`src/hw/rtl/lbsc_pkg.sv`:
```
// ----------------------------------------------------------------------------
// lbsc_pkg
// shared types, field widths and codes for the search probe-count block
// ----------------------------------------------------------------------------
package lbsc_pkg;

  // default configuration
  localparam int unsigned DEPTH_DEF = 64;
  localparam int unsigned WIDTH_DEF = 16;

  // item field widths
  localparam int unsigned CMD_W   = 2;
  localparam int unsigned VALUE_W = 16;
  localparam int unsigned IDX_W   = 6;
  localparam int unsigned LCNT_W  = 7;
  localparam int unsigned BCNT_W  = 3;
  localparam int unsigned CMP_W   = 2;

  // command codes
  localparam logic [CMD_W-1:0] CMD_CLEAR  = 2'd0;
  localparam logic [CMD_W-1:0] CMD_APPEND = 2'd1;
  localparam logic [CMD_W-1:0] CMD_QUERY  = 2'd2;

  // compare result codes
  localparam logic [CMP_W-1:0] CMP_EQUAL       = 2'd0;
  localparam logic [CMP_W-1:0] CMP_LINEAR_MORE = 2'd1;
  localparam logic [CMP_W-1:0] CMP_BINARY_MORE = 2'd2;

  // sequencer states
  typedef enum logic [2:0] {
    S_IDLE,
    S_LIN,
    S_BIN_RD,
    S_BIN_CMP,
    S_DONE
  } state_t;

endpackage

```
`src/hw/rtl/lbsc_in_if.sv`:
```
// ----------------------------------------------------------------------------
// lbsc_in_if
// command channel: valid/ready handshake with command and value
// ----------------------------------------------------------------------------
interface lbsc_in_if import lbsc_pkg::*; ();
  logic               valid;
  logic               ready;
  logic [CMD_W-1:0]   command;
  logic [VALUE_W-1:0] value;

  modport source (output valid, output command, output value, input ready);
  modport sink   (input valid, input command, input value, output ready);
endinterface

```
`src/hw/rtl/lbsc_out_if.sv`:
```
// ----------------------------------------------------------------------------
// lbsc_out_if
// result channel: valid/ready handshake with status and search results
// ----------------------------------------------------------------------------
interface lbsc_out_if import lbsc_pkg::*; ();
  logic              valid;
  logic              ready;
  logic              status;
  logic              linear_found;
  logic [IDX_W-1:0]  linear_index;
  logic [LCNT_W-1:0] linear_count;
  logic              binary_found;
  logic [IDX_W-1:0]  binary_index;
  logic [BCNT_W-1:0] binary_count;
  logic [CMP_W-1:0]  compare_result;

  modport source (
    output valid, output status, output linear_found, output linear_index,
    output linear_count, output binary_found, output binary_index,
    output binary_count, output compare_result, input ready
  );
  modport sink (
    input valid, input status, input linear_found, input linear_index,
    input linear_count, input binary_found, input binary_index,
    input binary_count, input compare_result, output ready
  );
endinterface

```
`src/hw/rtl/lbsc_ram.sv`:
```
// ----------------------------------------------------------------------------
// lbsc_ram
// generic single-port-write, single-port-read ram with registered read data
// ----------------------------------------------------------------------------
module lbsc_ram #(
  parameter int unsigned WIDTH  = 16,
  parameter int unsigned DEPTH  = 64,
  parameter int unsigned ADDR_W = (DEPTH > 1) ? $clog2(DEPTH) : 1
) (
  input  logic              clk,
  input  logic              we,
  input  logic [ADDR_W-1:0] waddr,
  input  logic [WIDTH-1:0]  wdata,
  input  logic              re,
  input  logic [ADDR_W-1:0] raddr,
  output logic [WIDTH-1:0]  rdata
);

  logic [WIDTH-1:0] mem [DEPTH];

  always_ff @(posedge clk) begin
    if (we) begin
      mem[waddr] <= wdata;
    end
    if (re) begin
      rdata <= mem[raddr];
    end
  end

endmodule

```
`src/hw/rtl/linear_binary_search_compare.sv`:
```
// ----------------------------------------------------------------------------
// linear_binary_search_compare
// element store with linear and binary search, counting compares of each
// ----------------------------------------------------------------------------
// clear, append and unused commands: the sequencer goes to S_DONE, then the result
//   is registered into the output register once the output slot is free
// query: c linear compares (c <= n entries), then p binary probes
//   (p <= floor(log2 n) + 1), all reads through the single ram read port, one read a cycle
// one item at a time; next item taken the cycle after the result is registered
// rst (synchronous) empties the store and the sequencer; ram contents are kept
// ----------------------------------------------------------------------------
module linear_binary_search_compare import lbsc_pkg::*; #(
  parameter int unsigned DEPTH = DEPTH_DEF,
  parameter int unsigned WIDTH = WIDTH_DEF
) (
  input  logic       clk,
  input  logic       rst,
  lbsc_in_if.sink    req,
  lbsc_out_if.source rsp
);

  localparam int unsigned AW    = (DEPTH > 1) ? $clog2(DEPTH) : 1;
  localparam int unsigned CNT_W = $clog2(DEPTH + 1);

  // sequencer and store fill level
  state_t             state, state_next;
  logic [CNT_W-1:0]   entry_count;

  // search key and working registers
  logic [WIDTH-1:0]   key;
  logic [CNT_W-1:0]   scan_addr;      // next linear read address
  logic               pend;           // a linear read is in flight
  logic [AW-1:0]      pend_idx;       // address of that read
  logic [CNT_W-1:0]   low;            // binary window [low, hi_ex)
  logic [CNT_W-1:0]   hi_ex;
  logic [AW-1:0]      probe_idx;

  // per-item result registers
  logic               res_status;
  logic               lin_found;
  logic [AW-1:0]      lin_idx;
  logic [CNT_W-1:0]   lin_cnt;
  logic               bin_found;
  logic [AW-1:0]      bin_idx;
  logic [CNT_W-1:0]   bin_cnt;

  // output register
  logic               out_valid;
  logic               o_status;
  logic               o_lin_found;
  logic [IDX_W-1:0]   o_lin_index;
  logic [LCNT_W-1:0]  o_lin_count;
  logic               o_bin_found;
  logic [IDX_W-1:0]   o_bin_index;
  logic [BCNT_W-1:0]  o_bin_count;
  logic [CMP_W-1:0]   o_cmp;

  // ram port
  logic               ram_we;
  logic [AW-1:0]      ram_waddr;
  logic [WIDTH-1:0]   ram_wdata;
  logic               ram_re;
  logic [AW-1:0]      ram_raddr;
  logic [WIDTH-1:0]   ram_rdata;

  // decode and status
  logic               accept;
  logic               store_full;
  logic               slot_free;
  logic               lin_hit;
  logic               lin_stop;
  logic               scan_re;
  logic               bin_go;
  logic [CNT_W:0]     mid_sum;
  logic [AW-1:0]      mid;
  logic               probe_hit;
  logic [CMP_W-1:0]   cmp_code;

  lbsc_ram #(
    .WIDTH  (WIDTH),
    .DEPTH  (DEPTH),
    .ADDR_W (AW)
  ) u_store (
    .clk   (clk),
    .we    (ram_we),
    .waddr (ram_waddr),
    .wdata (ram_wdata),
    .re    (ram_re),
    .raddr (ram_raddr),
    .rdata (ram_rdata)
  );

  assign accept     = req.valid && req.ready;
  assign store_full = (entry_count == CNT_W'(DEPTH));
  assign slot_free  = !out_valid || rsp.ready;

  // linear scan: compare the read returned this cycle, stop on match or last entry
  assign lin_hit  = pend && (ram_rdata == key);
  assign lin_stop = pend && (lin_hit || (CNT_W'(pend_idx) == entry_count - CNT_W'(1)));
  assign scan_re  = (state == S_LIN) && (scan_addr < entry_count) && !lin_stop;

  // binary probe at floor midpoint of [low, hi_ex - 1]
  assign bin_go    = (low < hi_ex);
  assign mid_sum   = (CNT_W+1)'(low) + (CNT_W+1)'(hi_ex) - (CNT_W+1)'(1);
  assign mid       = AW'(mid_sum >> 1);
  assign probe_hit = (ram_rdata == key);

  always_comb begin
    if (lin_cnt > bin_cnt) begin
      cmp_code = CMP_LINEAR_MORE;
    end else if (lin_cnt < bin_cnt) begin
      cmp_code = CMP_BINARY_MORE;
    end else begin
      cmp_code = CMP_EQUAL;
    end
  end

  // next state
  always_comb begin
    state_next = state;
    unique case (state)
      S_IDLE: begin
        if (req.valid) begin
          if (req.command == CMD_QUERY && entry_count != '0) begin
            state_next = S_LIN;
          end else begin
            state_next = S_DONE;
          end
        end
      end
      S_LIN: begin
        if (lin_stop) begin
          state_next = S_BIN_RD;
        end
      end
      S_BIN_RD: begin
        state_next = bin_go ? S_BIN_CMP : S_DONE;
      end
      S_BIN_CMP: begin
        state_next = probe_hit ? S_DONE : S_BIN_RD;
      end
      S_DONE: begin
        if (slot_free) begin
          state_next = S_IDLE;
        end
      end
      default: state_next = S_IDLE;
    endcase
  end

  // sequencer outputs: handshake and ram port
  always_comb begin
    req.ready = 1'b0;
    ram_we    = 1'b0;
    ram_waddr = entry_count[AW-1:0];
    ram_wdata = WIDTH'(req.value);
    ram_re    = 1'b0;
    ram_raddr = scan_addr[AW-1:0];
    unique case (state)
      S_IDLE: begin
        req.ready = 1'b1;
        ram_we    = req.valid && (req.command == CMD_APPEND) && !store_full;
      end
      S_LIN: begin
        ram_re = scan_re;
      end
      S_BIN_RD: begin
        ram_re    = bin_go;
        ram_raddr = mid;
      end
      S_BIN_CMP, S_DONE: begin
      end
      default: begin
      end
    endcase
  end

  // control state
  always_ff @(posedge clk) begin
    if (rst) begin
      state       <= S_IDLE;
      entry_count <= '0;
      pend        <= 1'b0;
      out_valid   <= 1'b0;
    end else begin
      state <= state_next;
      pend  <= scan_re;
      if (accept) begin
        case (req.command)
          CMD_CLEAR:  entry_count <= '0;
          CMD_APPEND: if (!store_full) entry_count <= entry_count + CNT_W'(1);
          default:    ;
        endcase
      end
      if (state == S_DONE && slot_free) begin
        out_valid <= 1'b1;
      end else if (rsp.ready) begin
        out_valid <= 1'b0;
      end
    end
  end

  // search datapath
  always_ff @(posedge clk) begin
    if (accept) begin
      key        <= WIDTH'(req.value);
      res_status <= (req.command == CMD_APPEND) && store_full;
      lin_found  <= 1'b0;
      lin_idx    <= '0;
      lin_cnt    <= '0;
      bin_found  <= 1'b0;
      bin_idx    <= '0;
      bin_cnt    <= '0;
      scan_addr  <= '0;
      low        <= '0;
      hi_ex      <= entry_count;
    end
    if (scan_re) begin
      scan_addr <= scan_addr + CNT_W'(1);
      pend_idx  <= scan_addr[AW-1:0];
    end
    if (state == S_LIN && lin_stop) begin
      lin_cnt <= CNT_W'(pend_idx) + CNT_W'(1);
      if (lin_hit) begin
        lin_found <= 1'b1;
        lin_idx   <= pend_idx;
      end
    end
    if (state == S_BIN_RD && bin_go) begin
      bin_cnt   <= bin_cnt + CNT_W'(1);
      probe_idx <= mid;
    end
    if (state == S_BIN_CMP) begin
      if (probe_hit) begin
        bin_found <= 1'b1;
        bin_idx   <= probe_idx;
      end else if (ram_rdata < key) begin
        low <= CNT_W'(probe_idx) + CNT_W'(1);
      end else begin
        hi_ex <= CNT_W'(probe_idx);
      end
    end
  end

  // output register payload, fields cut to their item widths
  always_ff @(posedge clk) begin
    if (state == S_DONE && slot_free) begin
      o_status    <= res_status;
      o_lin_found <= lin_found;
      o_lin_index <= IDX_W'(lin_idx);
      o_lin_count <= LCNT_W'(lin_cnt);
      o_bin_found <= bin_found;
      o_bin_index <= IDX_W'(bin_idx);
      o_bin_count <= BCNT_W'(bin_cnt);
      o_cmp       <= cmp_code;
    end
  end

  assign rsp.valid          = out_valid;
  assign rsp.status         = o_status;
  assign rsp.linear_found   = o_lin_found;
  assign rsp.linear_index   = o_lin_index;
  assign rsp.linear_count   = o_lin_count;
  assign rsp.binary_found   = o_bin_found;
  assign rsp.binary_index   = o_bin_index;
  assign rsp.binary_count   = o_bin_count;
  assign rsp.compare_result = o_cmp;

`ifndef SYNTHESIS
  // fill level never passes the store depth
  a_fill_bound: assert property (@(posedge clk) disable iff (rst)
    entry_count <= CNT_W'(DEPTH))
    else $error("entry count beyond depth");

  // binary window never inverts while probing
  a_window: assert property (@(posedge clk) disable iff (rst)
    (state == S_BIN_RD || state == S_BIN_CMP) |-> low <= hi_ex)
    else $error("binary window inverted");

  // linear scan never counts more compares than filled entries
  a_lin_count: assert property (@(posedge clk) disable iff (rst)
    state == S_DONE |-> lin_cnt <= entry_count)
    else $error("linear count beyond fill level");

  // a finished item reaches the output register once the slot frees
  a_deliver: assert property (@(posedge clk) disable iff (rst)
    (state == S_DONE && slot_free) |=> (out_valid && state == S_IDLE))
    else $error("result not registered");
`endif

endmodule

```
`src/flat_wrapper.sv`:
```
// flat-port wrapper written by rule: the top's interface ports become plain ports
module linear_binary_search_compare_flat import lbsc_pkg::*;
#(
  parameter int unsigned DEPTH = DEPTH_DEF,
  parameter int unsigned WIDTH = WIDTH_DEF
)
  (clk, rst, req_valid, req_command, req_value, req_ready, rsp_valid, rsp_status, rsp_linear_found, rsp_linear_index, rsp_linear_count, rsp_binary_found, rsp_binary_index, rsp_binary_count, rsp_compare_result, rsp_ready);
  lbsc_in_if req_i ();
  lbsc_out_if rsp_i ();
  input  logic clk;
  input  logic rst;
  input wire logic [$bits(req_i.valid)-1:0] req_valid;
  input wire logic [$bits(req_i.command)-1:0] req_command;
  input wire logic [$bits(req_i.value)-1:0] req_value;
  output wire logic [$bits(req_i.ready)-1:0] req_ready;
  output wire logic [$bits(rsp_i.valid)-1:0] rsp_valid;
  output wire logic [$bits(rsp_i.status)-1:0] rsp_status;
  output wire logic [$bits(rsp_i.linear_found)-1:0] rsp_linear_found;
  output wire logic [$bits(rsp_i.linear_index)-1:0] rsp_linear_index;
  output wire logic [$bits(rsp_i.linear_count)-1:0] rsp_linear_count;
  output wire logic [$bits(rsp_i.binary_found)-1:0] rsp_binary_found;
  output wire logic [$bits(rsp_i.binary_index)-1:0] rsp_binary_index;
  output wire logic [$bits(rsp_i.binary_count)-1:0] rsp_binary_count;
  output wire logic [$bits(rsp_i.compare_result)-1:0] rsp_compare_result;
  input wire logic [$bits(rsp_i.ready)-1:0] rsp_ready;
  assign req_i.valid = req_valid;
  assign req_i.command = req_command;
  assign req_i.value = req_value;
  assign req_ready = req_i.ready;
  assign rsp_valid = rsp_i.valid;
  assign rsp_status = rsp_i.status;
  assign rsp_linear_found = rsp_i.linear_found;
  assign rsp_linear_index = rsp_i.linear_index;
  assign rsp_linear_count = rsp_i.linear_count;
  assign rsp_binary_found = rsp_i.binary_found;
  assign rsp_binary_index = rsp_i.binary_index;
  assign rsp_binary_count = rsp_i.binary_count;
  assign rsp_compare_result = rsp_i.compare_result;
  assign rsp_i.ready = rsp_ready;
  linear_binary_search_compare #(.DEPTH(DEPTH), .WIDTH(WIDTH)) u_core (.clk(clk), .rst(rst), .req(req_i), .rsp(rsp_i));
endmodule
```
`config.mk`:
```
export PLATFORM = sky130hd
export DESIGN_NAME = linear_binary_search_compare_flat
export DESIGN_NICKNAME = d
export VERILOG_FILES = /design/src/hw/rtl/lbsc_pkg.sv /design/src/hw/rtl/lbsc_in_if.sv /design/src/hw/rtl/lbsc_out_if.sv /design/src/hw/rtl/lbsc_ram.sv /design/src/hw/rtl/linear_binary_search_compare.sv /design/src/flat_wrapper.sv
export SDC_FILE = /design/constraint.sdc
export NUM_CORES = 1
export LEC_CHECK = 0
export CAP_MARGIN = 25
export CORE_ASPECT_RATIO = 1.2
export CORE_MARGIN = 5
export CORE_UTILIZATION = 57
export CTS_CLUSTER_DIAMETER = 60
export CTS_CLUSTER_SIZE = 24
export DETAILED_ROUTE_END_ITERATION = 8
export DONT_BUFFER_PORTS = 1
export PLACE_DENSITY_LB_ADDON = 0.15
export SKIP_CTS_REPAIR_TIMING = 1
export SLEW_MARGIN = 25
export SYNTH_ARGS = -nofsm -noshare
export SYNTH_HDL_FRONTEND = slang
export SYNTH_HIERARCHICAL = 1
export SYNTH_SLANG_ARGS = --single-unit
```
`constraint.sdc`:
```
create_clock -name clk -period 3.4 [get_ports clk]
set_input_delay 0.68 -clock clk [delete_from_list [all_inputs] [get_ports clk]]
set_output_delay 0.68 -clock clk [all_outputs]
set_load 0.005 [all_outputs]
```
Yosys cells after proc, flatten, opt, wreduce, memory -nomap -nowiden
Memories as Yosys holds them, arrays and structs flattened. A register that Yosys moved wholly into a read port is not among the register bits.
Cells that the tools add are included.
{"block": "classes", "addsub": 8, "order_cmp": 5, "n_eq_ne": 13, "n_mux": 42, "n_reduce_logical": 27}
{"op": "$mux 7", "count": 13}
{"op": "$mux 6", "count": 7}
{"op": "$add 7x1->7 const B", "count": 3}
{"op": "$lt 7x7->1", "count": 3}
{"op": "$mux 3", "count": 6}
{"op": "$eq 16x16->1", "count": 1}
{"op": "$lt 16x16->1", "count": 1}
{"op": "$pmux 3 s5", "count": 1}
{"op": "$add 6x1->7 const B", "count": 2}
{"op": "$pmux 7 s2", "count": 1}
{"op": "$sub 7x1->7 const B", "count": 2}
{"op": "$logic_and 1x1->1", "count": 12}
{"op": "$mux 1", "count": 12}
{"op": "$reduce_bool 2->1", "count": 5}
{"op": "$add 7x7->7", "count": 1}
{"op": "$eq 6x7->1", "count": 1}
{"op": "$eq 7x7->1 const B", "count": 1}
{"op": "$gt 7x7->1", "count": 1}
{"op": "$reduce_bool 7->1", "count": 1}
{"op": "$eq 3x2->1 const B", "count": 2}
{"op": "$reduce_and 3->1", "count": 2}
{"op": "$ne 2x1->1 const B", "count": 2}
{"op": "$ne 2x2->1 const B", "count": 2}
{"op": "$eq 3x1->1 const B", "count": 1}
{"op": "9 further kinds", "count": 12}
{"block": "word_totals", "ff_bits": 117, "ram_bits": 1024, "in_bits": 22, "output_inout_bits": 29, "word_cells": 121, "mem_count": 1}
{"name": "u_core.u_store.mem", "words": 64, "width": 16, "read_ports": 1, "rd_ports_with_merged_regs": 1, "write_ports": 1, "line_no": "lbsc_ram.sv:19", "source": "logic [WIDTH-1:0] mem [DEPTH];"}

Logic depth before layout (Yosys ltp)
{"block": "logic_depth", "word_depth": 7, "depth_mapped": 16, "depth_no_buf": 14}

Modules after synthesis
Netlist, hierarchy kept.
{"mod": "lbsc_ram", "n_inst": 1, "cells_each": 1829, "area_each_um2": 40202.3, "seq_area_each_um2": 31230.0}
{"mod": "linear_binary_search_compare", "n_inst": 1, "cells_each": 533, "area_each_um2": 5856.9, "seq_area_each_um2": 3113.0}

Worst setup path before layout
Ideal clock, no wire load.
{"block": "synth_path", "path_type": "input -> register", "start": "input port req_valid", "end": "memory u_core.u_store.mem[48][0], enable pin", "setup_ns": 0.409, "t_arrival_ns": 3.092, "required_ns": 2.991, "path_slack_ns": -0.101, "stages": 6, "n_path_buf": 0, "cell_sequence": "or4b_4 -> nor2_8 -> and3_1 -> nor2b_1 -> nand4b_1 -> nor3_1"}
{"block": "synth_via", "elab_chain_len": 5}
{"item": "start: declaration", "line_no": "flat_wrapper.sv:12", "source": "input wire logic [$bits(req_i.valid)-1:0] req_valid;"}
{"item": "$logic_and 1x1->1 (2 in a row)", "line_no": "linear_binary_search_compare.sv:162", "source": "ram_we = req.valid && (req.command == CMD_APPEND) && !store_full;"}
{"item": "$mux 1", "line_no": "linear_binary_search_compare.sv:159", "source": "unique case (state)"}
{"item": "net u_core.ram_we", "line_no": "linear_binary_search_compare.sv:59", "source": "logic ram_we;"}
{"item": "$mux 1", "line_no": "lbsc_ram.sv:22", "source": "if (we) begin"}
{"item": "$mux 1 (implied by the code)", "line_no": "lbsc_ram.sv:23", "source": "mem[waddr] <= wdata;"}
{"item": "end: declaration", "line_no": "lbsc_ram.sv:19"}
The timed path passes the listed nets, and every way through them passes these cells.

Worst setup path in the final report
{"block": "layout_path", "start": "register u_core.low[1]", "end": "register u_core.u_store.rdata[10] (read register of u_core.u_store.mem) (data pin)"}
{"block": "layout_via", "elab_chain_len": 3, "word_cells_on_any_way": 5, "classes_between": "add/sub (2); order compare (1); mux (2)"}
{"item": "start: declaration", "line_no": "linear_binary_search_compare.sv:34", "source": "logic [CNT_W-1:0] low;"}
{"item": "start signal: assignment", "line_no": "linear_binary_search_compare.sv:238", "source": "low <= CNT_W'(probe_idx) + CNT_W'(1);"}
{"item": "$add 7x7->7", "line_no": "linear_binary_search_compare.sv:104", "source": "assign mid_sum = (CNT_W+1)'(low) + (CNT_W+1)'(hi_ex) - (CNT_W+1)'(1);"}
{"item": "$sub 7x1->7", "line_no": "linear_binary_search_compare.sv:104"}
{"item": "net u_core.mid_sum[2]", "line_no": "linear_binary_search_compare.sv:74", "source": "logic [CNT_W:0] mid_sum;"}
{"item": "$mux 6", "line_no": "linear_binary_search_compare.sv:159"}
{"item": "net u_core.ram_raddr[1]", "line_no": "linear_binary_search_compare.sv:63", "source": "logic [AW-1:0] ram_raddr;"}
{"item": "end: declaration", "line_no": "lbsc_ram.sv:16", "source": "output logic [WIDTH-1:0] rdata"}
The timed path passes the listed nets, and every way through them passes these cells.
A chain may end at the register's enable or synchronous reset.

==> flow_metrics.tcl <==
set metrics [dict create \
    outcome "complete, but fails checks" \
    violations "negative setup slack" \
    areaGrowthSynthToFinish_pct 13.87 \
    initial_core_util_pct 57.36 \
    holdWs_ps 98.04 \
    place_ws_ps -764.2 \
    drive_above_1_share_pct 28.86 \
    yosysSeqAreaShare_pct 74.56 \
    die_area_sq_mm 0.08661 \
    power_frac_seq_pct 58.6 \
    use_met2_pct 43.10 \
    io_buffers 0 \
    slew_headroom_pct 62.66 \
    grt.met1_usage_pct 33.32 \
    root_buffer "clkbuf_16" \
    period_share_pct 106.9 \
    antenna_found_initial 1 \
    path_clk_slew_ps 90 \
    wire_per_inst_microns 30.22 \
    r2r_setup_slack_ps -230 \
    busiest_layer "met2" \
    rows 114 \
    powerDensity_mw_per_mm2 512.4 \
    reg2reg_to "u_core/u_store/rdata[10]" \
    cts_buffers 66 \
    internal_power_uw 21030 \
    critPathBufInv 3 \
    via_per_inst 6.395 \
    min_path_type "primary input to flop" \
    synth_edf_count 1117 \
    p_total_uw 26880 \
    critical_path.top_delay_family "multiplexers" \
    vias 23700 \
    finalHoldViolCount 0 \
    p_leak_uw 0.01723 \
    ys_top_cells_by_area "edfxtp_1 (73%), mux4_2 (11%), mux2i_1 (2.1%)" \
    min_to "u_core/rsp.valid" \
    swShare_pct 21.76 \
    clock_power_share_pct 33.1 \
    cts_max_path_buffers 3 \
    fin_area_sq_mm 0.05245 \
    place_area_sq_mm 0.04903 \
    met3_usage_pct 4.066 \
    clkSinkCount 1157 \
    fp.dieW_microns 269.5 \
    netlist_area_sq_mm 0.04606 \
    finClkSkew_ps 24.21 \
    rsz0062_at_grt "true" \
    reg2reg_from "u_core/low[1]" \
    slowest_delay_ps 480 \
    first_iter_violations 2396 \
    cp_slowest_cell "fa_2" \
    yosysMostFrequentCell "edfxtp_1" \
    multi_input_area_sq_mm 0.01135 \
    worstHoldStart "rst" \
    p_switching_uw 5849 \
    cp_cell_sequence "inv_2 > ha_4 > inv_2 > ha_4 > fa_2 > mux2_8 > buf_16 > mux4_2 > mux2_4 > nand2_2 > nand4_1 > and4_1" \
    fp.coreArea_sq_mm 0.08030 \
    fmax_mhz 275.2 \
    slew_violations 0 \
    synth_top_cell_by_area "edfxtp_1" \
    cap_viol_max_count 0 \
    io_pins 51 \
    cts_tree "done" \
    synth-async-reset-ratio_pct 0 \
    grt.total_usage_pct 25.36 \
    synth_ff_type "edfxtp_1" \
    yosysWarnings 6 \
    grt_pass1_wl_microns 160700 \
    synth_fp_nets 2437 \
    grt_start_max_net_pins 66 \
    ant_nets 0 \
    ys_top_cells_by_count "edfxtp_1 (1,117), mux4_2 (220), nor2_1 (117)" \
    synth.distinct_cells 72 \
    cp.required_ps 3810 \
    crit_path_max_fanout 7 \
    num-fill-cells 5261 \
    hpwl_microns 70340 \
    min_period_ps 3633 \
    grt_pass1_vias 23710 \
    min_path_cells 1 \
    reg2regPathDepth 12 \
    clk_latency_ps 640 \
    synthCells 2362 \
    setup_violations 16 \
    cp-end-kind "flop" \
    tightest_slew_ps 558.5 \
    netlist.area_leader.share_pct 72.82 \
    gp_congestion 0.8814 \
    drc 0 \
    ys_ff_latch 1157 \
    routed_wl_microns 112000 \
    htreeDepth 3 \
    critPathKind "flop to flop" \
    synth.avg_cell_area_sq_um 19.50 \
    arrival_ps 4040 \
    drt-pass1-iter-count 7 \
    seq_area_sq_mm 0.03435 \
    vdd_drop_max_mv 0.4880 \
    grt_overflow 0 \
    combPwrFrac_pct 8.3 \
    num-nets-final 2690 \
    die_y_microns 321.4 \
    setup_slack_ps -233.4 \
    worstSetupStartpointType "flop" \
]
metal layers:
layer / up-vias / wire [microns]
li1: 10020 / -
met1: 12470 / 42350
met2: 985 / 56710
met3: 225 / 7921
met4: 2 / 4997
met5: - / 20
final cells by class:
cell class                      instances  area share, %
Sequential cell                      1157          65.49
Clock buffer                           82          3.547
Clock inverter                         32         0.6680
Multi-Input combinational cell       1014          21.65
Tap cell                             1044          2.491
Antenna cell                            1       0.004771
Timing Repair Buffer                  303          5.625
Inverter                               73         0.5225
through the flow:
step           setup TNS (ps)  cells  util, %
2_1_floorplan               0   2362        -
3_3_place_gp            -6937   3551    61.06
3_5_place_dp            -7762   3551    61.06
4_1_cts                 -8413   3665    63.81
5_1_grt                 -2906   3705    65.31
6_report                -1951   3706    65.31
cell families (layout without fill, tap and decap cells):
logic type	count (synthesis)	after routing	share of synthesized area, %
other	0	1	0
AOI/OAI and AO/OA	204	204	3.102
DFF	1157	1157	74.56
xor gates and xnor gates	36	36	0.6846
adders and majority gates	53	53	1.456
buffers and inverters	192	490	2.344
muxes	355	356	13.93
and+or+nand+nor	365	365	3.923
cells in the final DEF (no fill, tap or decap), drive strengths merged, types with 12 or more instances in the layout:
| cell | Yosys | layout |
|---|---|---|
| buf | 86 | 297 |
| a211oi | 12 | 12 |
| nor2 | 120 | 120 |
| mux4 | 224 | 224 |
| xnor2 | 30 | 30 |
| a21oi | 39 | 39 |
| a221oi | 18 | 18 |
| o21ai | 34 | 34 |
| nor3 | 15 | 15 |
| ha | 52 | 52 |
| nand2 | 82 | 82 |
| a22oi | 39 | 39 |
| clkinv | 0 | 16 |
| edfxtp | 1117 | 1117 |
| mux2i | 96 | 96 |
| dfxtp | 40 | 40 |
| nand3 | 50 | 50 |
| mux2 | 35 | 36 |
| nand4 | 19 | 19 |
| inv | 73 | 84 |
| nor2b | 32 | 32 |
| clkbuf | 33 | 88 |
power by group through the flow:
stage	Clock, uW	Combinational (uW)	Sequential (uW)
floorplan	0	1230	16100
global placement	0	1920	16100
detailed placement	0	1950	16100
CTS	9100	1960	15800
global route	9650	2330	15800
finish	8900	2220	15800
worst max-delay path by stage:
stage,from,to,cells after the start
after floorplan,u_core/low[1],u_core/u_store/rdata[0],13
after global placement,u_core/low[1],u_core/u_store/rdata[2],14
after detailed placement,u_core/low[1],u_core/u_store/rdata[2],14
after CTS,u_core/low[1],u_core/u_store/rdata[2],14
after global routing,u_core/low[1],u_core/u_store/rdata[10],12
final,u_core/low[1],u_core/u_store/rdata[10],12
state kept, by name, indices dropped and copies added (netlist names), 2 cells and up:
name	count
u_core/hi_ex	7
u_core/probe_idx	6
u_core/entry_count	7
u_core/scan_addr	7
u_core/rsp.binary_count	3
u_core/rsp.compare_result	2
u_core/bin_idx	6
u_core/low	7
u_core/rsp.linear_count	7
u_core/lin_idx	6
u_core/key	16
u_core/rsp.binary_index	6
u_core/pend_idx	6
u_core/lin_cnt	7
u_core/u_store/rdata	16
u_core/u_store/mem	1024
u_core/rsp.linear_index	6
u_core/state	3
u_core/bin_cnt	7
Note: power is estimated with default switching activity, not from simulation.
